[src/rtl/sed_pkg.sv]
// Shared types and constants for the sum-of-distances block.
// Used by sed_front, sed_isqrt and sum_of_euclidean_2d_distances.
`timescale 1ns / 1ps
`default_nettype none

package sed_pkg;

  localparam int CoordW = 16;
  localparam int AbsW   = 16;
  localparam int SqW    = 2 * AbsW;
  localparam int D2W    = SqW + 1;
  localparam int SumW   = 24;
  localparam int DistW  = 33;

  // Square root: two radicand bits per step.
  localparam int RootW    = (D2W + 1) / 2;
  localparam int RadW     = 2 * RootW;
  localparam int RemW     = RootW + 3;
  localparam int SqrtCntW = $clog2(RootW + 1);

  localparam int InDataW  = ((4 * CoordW + SumW) + 7) / 8 * 8;
  localparam int OutDataW = (DistW + 7) / 8 * 8;

  typedef enum logic [2:0] {
    S_IDLE,
    S_MUL,
    S_ADD,
    S_START,
    S_ROOT,
    S_DONE
  } state_t;

  typedef struct packed {
    logic load;
    logic mul;
    logic add;
  } front_ctl_t;

endpackage

`default_nettype wire

[src/rtl/sed_front.sv]
// Front datapath: absolute coordinate differences, squares and their sum.
// Depends on sed_pkg; each stage advances on its own enable from the controller.
`timescale 1ns / 1ps
`default_nettype none

module sed_front (
  input  wire                          clk,
  input  wire  sed_pkg::front_ctl_t    ctl,
  input  wire  [sed_pkg::CoordW-1:0]   a_x,
  input  wire  [sed_pkg::CoordW-1:0]   a_y,
  input  wire  [sed_pkg::CoordW-1:0]   b_x,
  input  wire  [sed_pkg::CoordW-1:0]   b_y,
  output logic [sed_pkg::D2W-1:0]      d2
);
  import sed_pkg::*;

  logic [CoordW:0] dx;
  logic [CoordW:0] dy;
  logic [AbsW-1:0] adx_c;
  logic [AbsW-1:0] ady_c;
  logic [AbsW-1:0] adx;
  logic [AbsW-1:0] ady;
  logic [SqW-1:0]  sqx;
  logic [SqW-1:0]  sqy;

  // Sign-extend by one bit, the difference then never wraps.
  assign dx = {a_x[CoordW-1], a_x} - {b_x[CoordW-1], b_x};
  assign dy = {a_y[CoordW-1], a_y} - {b_y[CoordW-1], b_y};

  always_comb begin
    adx_c = dx[CoordW] ? AbsW'(-dx) : dx[AbsW-1:0];
    ady_c = dy[CoordW] ? AbsW'(-dy) : dy[AbsW-1:0];
  end

  always_ff @(posedge clk) begin
    if (ctl.load) begin
      adx <= adx_c;
      ady <= ady_c;
    end
    if (ctl.mul) begin
      sqx <= adx * adx;
      sqy <= ady * ady;
    end
    if (ctl.add) begin
      d2 <= {1'b0, sqx} + {1'b0, sqy};
    end
  end

endmodule

`default_nettype wire

[src/rtl/sed_isqrt.sv]
// Digit-serial floor square root, one radix-4 digit of the radicand per cycle.
// Depends on sed_pkg for widths; busy stays high from start until all RootW digits are done.
`timescale 1ns / 1ps
`default_nettype none

module sed_isqrt (
  input  wire                        clk,
  input  wire                        rst,
  input  wire                        start,
  input  wire  [sed_pkg::D2W-1:0]    value,
  output logic                       busy,
  output logic [sed_pkg::RootW-1:0]  root
);
  import sed_pkg::*;

  logic [RadW-1:0]     rad;
  logic [RemW-1:0]     rem;
  logic [SqrtCntW-1:0] cnt;
  logic [RemW-1:0]     rem_sh;
  logic [RemW-1:0]     trial;
  logic                fits;

  // Bring in the next two radicand bits and try root*4+1.
  assign rem_sh = {rem[RemW-3:0], rad[RadW-1 -: 2]};
  assign trial  = RemW'({root, 2'b01});
  assign fits   = rem_sh >= trial;

  always_ff @(posedge clk) begin
    if (rst) begin
      busy <= 1'b0;
      cnt  <= '0;
    end else if (start) begin
      busy <= 1'b1;
      cnt  <= SqrtCntW'(RootW);
    end else if (busy) begin
      cnt <= cnt - 1'b1;
      if (cnt == SqrtCntW'(1)) begin
        busy <= 1'b0;
      end
    end
  end

  always_ff @(posedge clk) begin
    if (start) begin
      rad  <= RadW'(value);
      rem  <= '0;
      root <= '0;
    end else if (busy) begin
      rad  <= {rad[RadW-3:0], 2'b00};
      rem  <= fits ? rem_sh - trial : rem_sh;
      root <= {root[RootW-2:0], fits};
    end
  end

endmodule

`default_nettype wire

[src/rtl/sum_of_euclidean_2d_distances.sv]
// Top level: stream ports, sequencing control, accumulator and result register.
// Depends on sed_pkg, sed_front and sed_isqrt.
//
// Usage: each request on the s_ channel carries one point pair of a vector;
// s_tlast marks the final pair and s_tuser enables the early exit against the
// limit field. The m_ channel returns at most one result per request: the
// vector sum of floor roots of dx^2+dy^2 (m_tuser = 1 when the sum passed the
// limit), or, with squared_mode set through cfg_we/cfg_wdata, dx^2+dy^2 of
// every single pair.
// Timing: one request at a time. A pair in sum mode passes from acceptance
// to the result register through 3 front stages, 17 square-root digit steps
// and the accumulate step; in squared mode it skips the root. The next
// request is taken once the controller is back in S_IDLE after the result
// write. Pairs dropped after an early exit are accepted in S_IDLE without
// starting the datapath. The 17-step root unit sets the rate.
// Reset clears the mode register, the running sum, the drop flag and the
// result valid flag. When m_tready is low the result holds in the output
// register; the next request is still accepted and computed, and only the
// step that writes a new result waits until the register frees up.
`timescale 1ns / 1ps
`default_nettype none

module sum_of_euclidean_2d_distances (
  input  wire                              clk,
  input  wire                              rst,
  input  wire                              cfg_we,
  input  wire                              cfg_wdata,   // squared_mode
  input  wire                              s_tvalid,
  output logic                             s_tready,
  // a_x [15:0], a_y [31:16], b_x [47:32], b_y [63:48], limit [87:64]
  input  wire  [sed_pkg::InDataW-1:0]      s_tdata,
  input  wire                              s_tlast,     // last
  input  wire                              s_tuser,     // use_limit
  output logic                             m_tvalid,
  input  wire                              m_tready,
  // distance [32:0], zero fill above
  output logic [sed_pkg::OutDataW-1:0]     m_tdata,
  output logic                             m_tuser      // exceeded
);
  import sed_pkg::*;

  state_t              state;
  state_t              state_next;
  front_ctl_t          fctl;
  logic                sqrt_start;
  logic                sqrt_busy;
  logic [RootW-1:0]    root;
  logic [D2W-1:0]      d2;

  logic                squared_mode;
  logic [SumW-1:0]     running_sum;
  logic                skipping;
  logic                last_q;
  logic                use_lim_q;
  logic [SumW-1:0]     limit_q;

  logic                accept;
  logic                drop;
  logic                out_free;
  logic [SumW:0]       sum_wide;
  logic [SumW-1:0]     sum_sat;
  logic                hit;
  logic                emit;
  logic                finish;

  assign accept   = s_tvalid && s_tready;
  assign drop     = !squared_mode && skipping;
  assign out_free = !m_tvalid || m_tready;

  assign sum_wide = {1'b0, running_sum} + (SumW + 1)'(root);
  assign sum_sat  = sum_wide[SumW] ? {SumW{1'b1}} : sum_wide[SumW-1:0];
  assign hit      = use_lim_q && (sum_sat > limit_q);
  assign emit     = squared_mode || hit || last_q;
  assign finish   = (state == S_DONE) && (!emit || out_free);

  sed_front u_front (
    .clk (clk),
    .ctl (fctl),
    .a_x (s_tdata[CoordW-1:0]),
    .a_y (s_tdata[2*CoordW-1:CoordW]),
    .b_x (s_tdata[3*CoordW-1:2*CoordW]),
    .b_y (s_tdata[4*CoordW-1:3*CoordW]),
    .d2  (d2)
  );

  sed_isqrt u_isqrt (
    .clk   (clk),
    .rst   (rst),
    .start (sqrt_start),
    .value (d2),
    .busy  (sqrt_busy),
    .root  (root)
  );

  always_ff @(posedge clk) begin
    if (rst) begin
      state <= S_IDLE;
    end else begin
      state <= state_next;
    end
  end

  always_comb begin
    state_next = state;
    fctl       = '0;
    sqrt_start = 1'b0;
    s_tready   = 1'b0;
    unique case (state)
      S_IDLE: begin
        s_tready = 1'b1;
        if (s_tvalid && !drop) begin
          fctl.load  = 1'b1;
          state_next = S_MUL;
        end
      end
      S_MUL: begin
        fctl.mul   = 1'b1;
        state_next = S_ADD;
      end
      S_ADD: begin
        fctl.add   = 1'b1;
        state_next = squared_mode ? S_DONE : S_START;
      end
      S_START: begin
        sqrt_start = 1'b1;
        state_next = S_ROOT;
      end
      S_ROOT: begin
        if (!sqrt_busy) begin
          state_next = S_DONE;
        end
      end
      S_DONE: begin
        if (finish) begin
          state_next = S_IDLE;
        end
      end
      default: state_next = S_IDLE;
    endcase
  end

  always_ff @(posedge clk) begin
    if (rst) begin
      squared_mode <= 1'b0;
      running_sum  <= '0;
      skipping     <= 1'b0;
      m_tvalid     <= 1'b0;
    end else begin
      if (cfg_we) begin
        squared_mode <= cfg_wdata;
      end
      // Drop the tail of a stopped vector; tlast ends the drop.
      if (accept && drop && s_tlast) begin
        skipping <= 1'b0;
      end
      if (finish && !squared_mode) begin
        if (hit) begin
          running_sum <= '0;
          skipping    <= !last_q;
        end else if (last_q) begin
          running_sum <= '0;
        end else begin
          running_sum <= sum_sat;
        end
      end
      if (finish && emit) begin
        m_tvalid <= 1'b1;
      end else if (m_tready) begin
        m_tvalid <= 1'b0;
      end
    end
  end

  always_ff @(posedge clk) begin
    if (accept && !drop) begin
      last_q    <= s_tlast;
      use_lim_q <= s_tuser;
      limit_q   <= s_tdata[4*CoordW +: SumW];
    end
    if (finish && emit) begin
      if (squared_mode) begin
        m_tdata <= OutDataW'(d2);
        m_tuser <= 1'b0;
      end else begin
        m_tdata <= OutDataW'(sum_sat);
        m_tuser <= hit;
      end
    end
  end

endmodule

`default_nettype wire
[config.mk]
export PLATFORM = sky130hd
export DESIGN_NAME = sum_of_euclidean_2d_distances
export DESIGN_NICKNAME = d
export VERILOG_FILES = /design/src/rtl/sed_pkg.sv /design/src/rtl/sed_front.sv /design/src/rtl/sed_isqrt.sv /design/src/rtl/sum_of_euclidean_2d_distances.sv
export SDC_FILE = /design/constraint.sdc
export NUM_CORES = 2
export LEC_CHECK = 0
export BUFFER_PORTS_ARGS = -buffer_cell sky130_fd_sc_hd__buf_4
export CORE_MARGIN = 2
export CORE_UTILIZATION = 60
export CTS_CLUSTER_DIAMETER = 150
export CTS_CLUSTER_SIZE = 24
export DETAILED_ROUTE_END_ITERATION = 6
export PLACE_DENSITY = 0.78
export SLEW_MARGIN = 40
export SYNTH_ARGS = -nofsm -noshare
export SYNTH_HDL_FRONTEND = slang
export SYNTH_SLANG_ARGS = --single-unit
[constraint.sdc]
create_clock -name clk -period 9 [get_ports clk]
set_input_delay 2.7 -clock clk [delete_from_list [all_inputs] [get_ports clk]]
set_output_delay 2.7 -clock clk [all_outputs]
set_load 0.05 [all_outputs]
==> summary.md <==
| Metric | Value |
|---|---|
| Run status | `finished, final reports clean` |
| GRT Total Usage | `0.262` |
| Met3 usage | `0.0300` |
| Aggregate routed wire length | `67900 um` |
| TritonCTS buffer count | `16` |
| WP depth | `23` |
| Port bufs | `131` |
| Fraction of registers with async set/reset | `0` |
| Clk pin slew, worst setup/hold paths | `0.10 ns` |
| WP data required | `9.27 ns` |
| Cells along the critical path | `nand2_1 -> inv_1 -> fa_1 -> inv_1 -> fa_1 -> inv_1 -> fa_1 -> inv_1 -> fa_1 -> inv_1 -> fa_1 -> inv_1 -> fa_1 -> inv_1 -> ha_1 -> a21o_1 -> a2111o_1 -> a21oi_1 -> or2_2 -> o21ai_0 -> a41oi_1 -> mux2i_1 -> o311ai_0` |
| Initial antenna violation count | `0` |
| Period utilisation layout | `0.773` |
| GRT busiest layer | `met2` |
| Yosys top cell area share | `0.219` |
| Post-DR wirelength/cell | `17.2 um` |
| Via count | `22275` |
| Register area share after synthesis | `0.264` |
| Hold Vio Cnt, Final | `0` |
| Placed cells | `3929` |
| Met2 Use GR | `0.478` |
| Sum of buffers and inverters on the critical path | `7` |
| Non-filler cells, final | `3956` |
| RSZ-0062 raised after global routing | `false` |
| Delay-heaviest family, CP | `adder cells` |
| Clk_skew | `0.0208 ns` |
| CTS resizes | `0` |
| Crit-path most repeated cell | `inv_1` |
| Max-cap violation count | `0` |
| Pre-antenna DRT Iters | `5` |
| RR Startpoint | `u_front.adx[2]` |
| Grt ovf | `0` |
| Worst-case clock buffer depth | `3` |
| DR iter-0 viols | `1635` |
| Most frequent cells in the layout | `inv_1 (616), fa_1 (333), ha_1 (322)` |
| Worst stage delay on the critical path | `0.67 ns` |
| Die Area | `52700 um^2` |
| GP Congestion | `0.936` |
| Commonest non-fill, non-tap cell in the layout | `inv_1` |
| Synth Flop Type | `edfxtp_1` |
| Synthesis warning total | `0` |
| # DRC | `0` |
| Hold Crit Depth | `2` |
| Max Fclk | `144 MHz` |
| Netlist Area Pre-Place | `30500 um^2` |
| Post-CTS setup buffers | `0` |
| Post-DP HPWL | `54500 um` |
| CP Capture Type | `flop` |
| # rows | `82` |
| R2R setup slack | `2.04 ns` |
| Clk root buf | `clkbuf_16` |
| Synth Area per Inst | `9.53 um^2` |
| Slowest library cell on the worst path | `edfxtp_1` |
| Sum Neg Setup Slack | `0 ns` |
| Area post-placement | `32100 um^2` |
| # setup viols final | `0` |
| Post-synthesis cell type count | `76` |
| Fillers | `3881` |
| Critical path fanouts, max | `17` |
| Critical path type | `reg2reg` |
| Clk_lat worst skew | `0.54 ns` |
| Ant diodes | `0` |
| Post-synth top area cell | `fa_1` |
| Global Route met1 Usage | `0.328` |
| Cts hold-fix bufs | `0` |
| Core area | `50200 um^2` |
| Arr. time, crit path | `7.23 ns` |
| CTS tree | `yes` |
| R2R depth | `23` |
| Critical path startpoint | `u_front.adx[2]` |
| CP startpoint kind | `flop` |
| Max transition margin | `0.466` |
| Final nets | `4026` |
| R2r endpoint | `u_front.sqx[31]` |
| Ports | `139` |
| Share of layout cells above drive strength 1 | `0.0630` |
| Post-synth EDFFs | `220` |
| Area grow syn2layout | `6.93%` |
| Clock period minus worst slack | `6.96 ns` |
| Starting Density | `0.608` |
| #FFs+latches synth | `292` |
| DR vias/cell | `5.63` |
| Worst-Margin Slew | `0.802 ns` |
| HP Start | `running_sum[6]` |
| Height of the die | `229 um` |
| Synth Instances | `3201` |
| Largest net degree at the start of global routing | `65` |
| H-tree lvl count | `1` |
| First-pass GRT wire length | `113000 um` |
| Routed Antenna Nets | `0` |
| Top cells by area, synth | `fa_1 (22%), edfxtp_1 (22%), ha_1 (13%)` |
| Number of global-route vias before repair | `23200` |
| Pins Over Slew Limit | `0` |
| Final Instance Area | `32600 um^2` |
| Sink Count | `292` |
| HP Class | `reg2reg` |
| Die W | `229 um` |
| WHS Endpoint | `running_sum[6]` |
## cells in the mapped netlist (4+ instances only)
master	number
edfxtp_1	220
nand2_1	309
o211ai_1	13
dfxtp_1	72
a211oi_1	19
o21bai_1	28
buf_4	7
a21o_1	56
mux2_2	11
a211o_1	8
o21ai_0	119
and2_1	112
xnor2_1	123
a2111oi_0	6
a31oi_1	31
and4_1	4
a41oi_1	6
xor2_1	46
o31a_1	7
fa_1	333
nand2b_1	32
inv_1	616
or3_1	10
o21a_1	16
clkbuf_1	82
nor2b_1	28
o211a_1	6
nand3_1	38
a21boi_0	6
a21oi_1	149
a22o_1	4
nor3_1	47
nor3b_1	5
ha_1	322
or2_2	14
o31ai_1	6
and3_1	25
nand4_1	14
nor4_1	6
mux2i_1	23
nor2_1	167
## sequential cells by signal, indices dropped and copies added (netlist names), 3 cells and up
| signal | flops |
|---|---|
| limit_q | 24 |
| m_tdata | 33 |
| running_sum | 24 |
| state | 3 |
| u_front.adx | 16 |
| u_front.ady | 16 |
| u_front.d2 | 33 |
| u_front.sqx | 31 |
| u_front.sqy | 31 |
| u_isqrt.cnt | 5 |
| u_isqrt.rad | 34 |
| u_isqrt.rem | 18 |
| u_isqrt.root | 17 |
## per-layer routing
metal | routed length, um | share of wire
met1 | 27700 | 0.41
met4 | 1850 | 0.027
met3 | 3780 | 0.056
met5 | 0 | 0
met2 | 34500 | 0.51
## how the worst max path moves through the flow
stage and endpoint:
2_1_floorplan u_front.adx[0], 3_3_place_gp u_front.sqx[31], 3_5_place_dp u_front.sqx[31], 4_1_cts u_front.sqx[31], 5_1_grt u_front.sqx[31], 6_report u_front.sqx[31]
## cell families (layout without fill, tap and decap cells)
group | Yosys count | after routing | synth area share
xor+xnor | 171 | 171 | 0.0498
fa+ha+maj | 655 | 655 | 0.351
other cells | 1 | 7 | 0.000123
simple gates | 823 | 823 | 0.128
buf+inv | 709 | 786 | 0.0882
compound gates | 516 | 516 | 0.108
flops | 292 | 292 | 0.264
mux | 34 | 34 | 0.0116
## worst reg2reg max path, stage by stage, from the launching register on
cell and delay [ns]:
edfxtp_1 0.67, nand2_1 0.22, inv_1 0.08, fa_1 0.53
inv_1 0.05, fa_1 0.54, inv_1 0.06, fa_1 0.51
inv_1 0.06, fa_1 0.53, inv_1 0.05, fa_1 0.47
inv_1 0.05, fa_1 0.53, inv_1 0.04, ha_1 0.36
a21o_1 0.20, a2111o_1 0.40, a21oi_1 0.23, or2_2 0.18
o21ai_0 0.19, a41oi_1 0.39, mux2i_1 0.23, o311ai_0 0.13
## cell type report
type | count | area (um^2) | share of cell area
multi-input cells | 2206 | 19800 | 0.608
inverters | 616 | 2310 | 0.0709
flip-flops and latches | 292 | 8050 | 0.247
well taps | 672 | 841 | 0.0258
clock inverters | 2 | 27.5 | 0.000844
clock buffers | 25 | 455 | 0.0140
repair buffers | 143 | 1090 | 0.0335
## through the flow
stage	setup slack, ns	hold WS, ns	util
2_1_floorplan	2.60	0.429	-
3_3_place_gp	2.25	0.444	0.640
3_5_place_dp	2.10	0.459	0.641
4_1_cts	2.07	0.481	0.650
5_1_grt	1.76	0.511	0.650
6_report	2.04	0.479	0.650
Power is left out: the tool's default activity adds up to more than one toggle a clock period on the data nets, which glitch-free logic cannot reach.
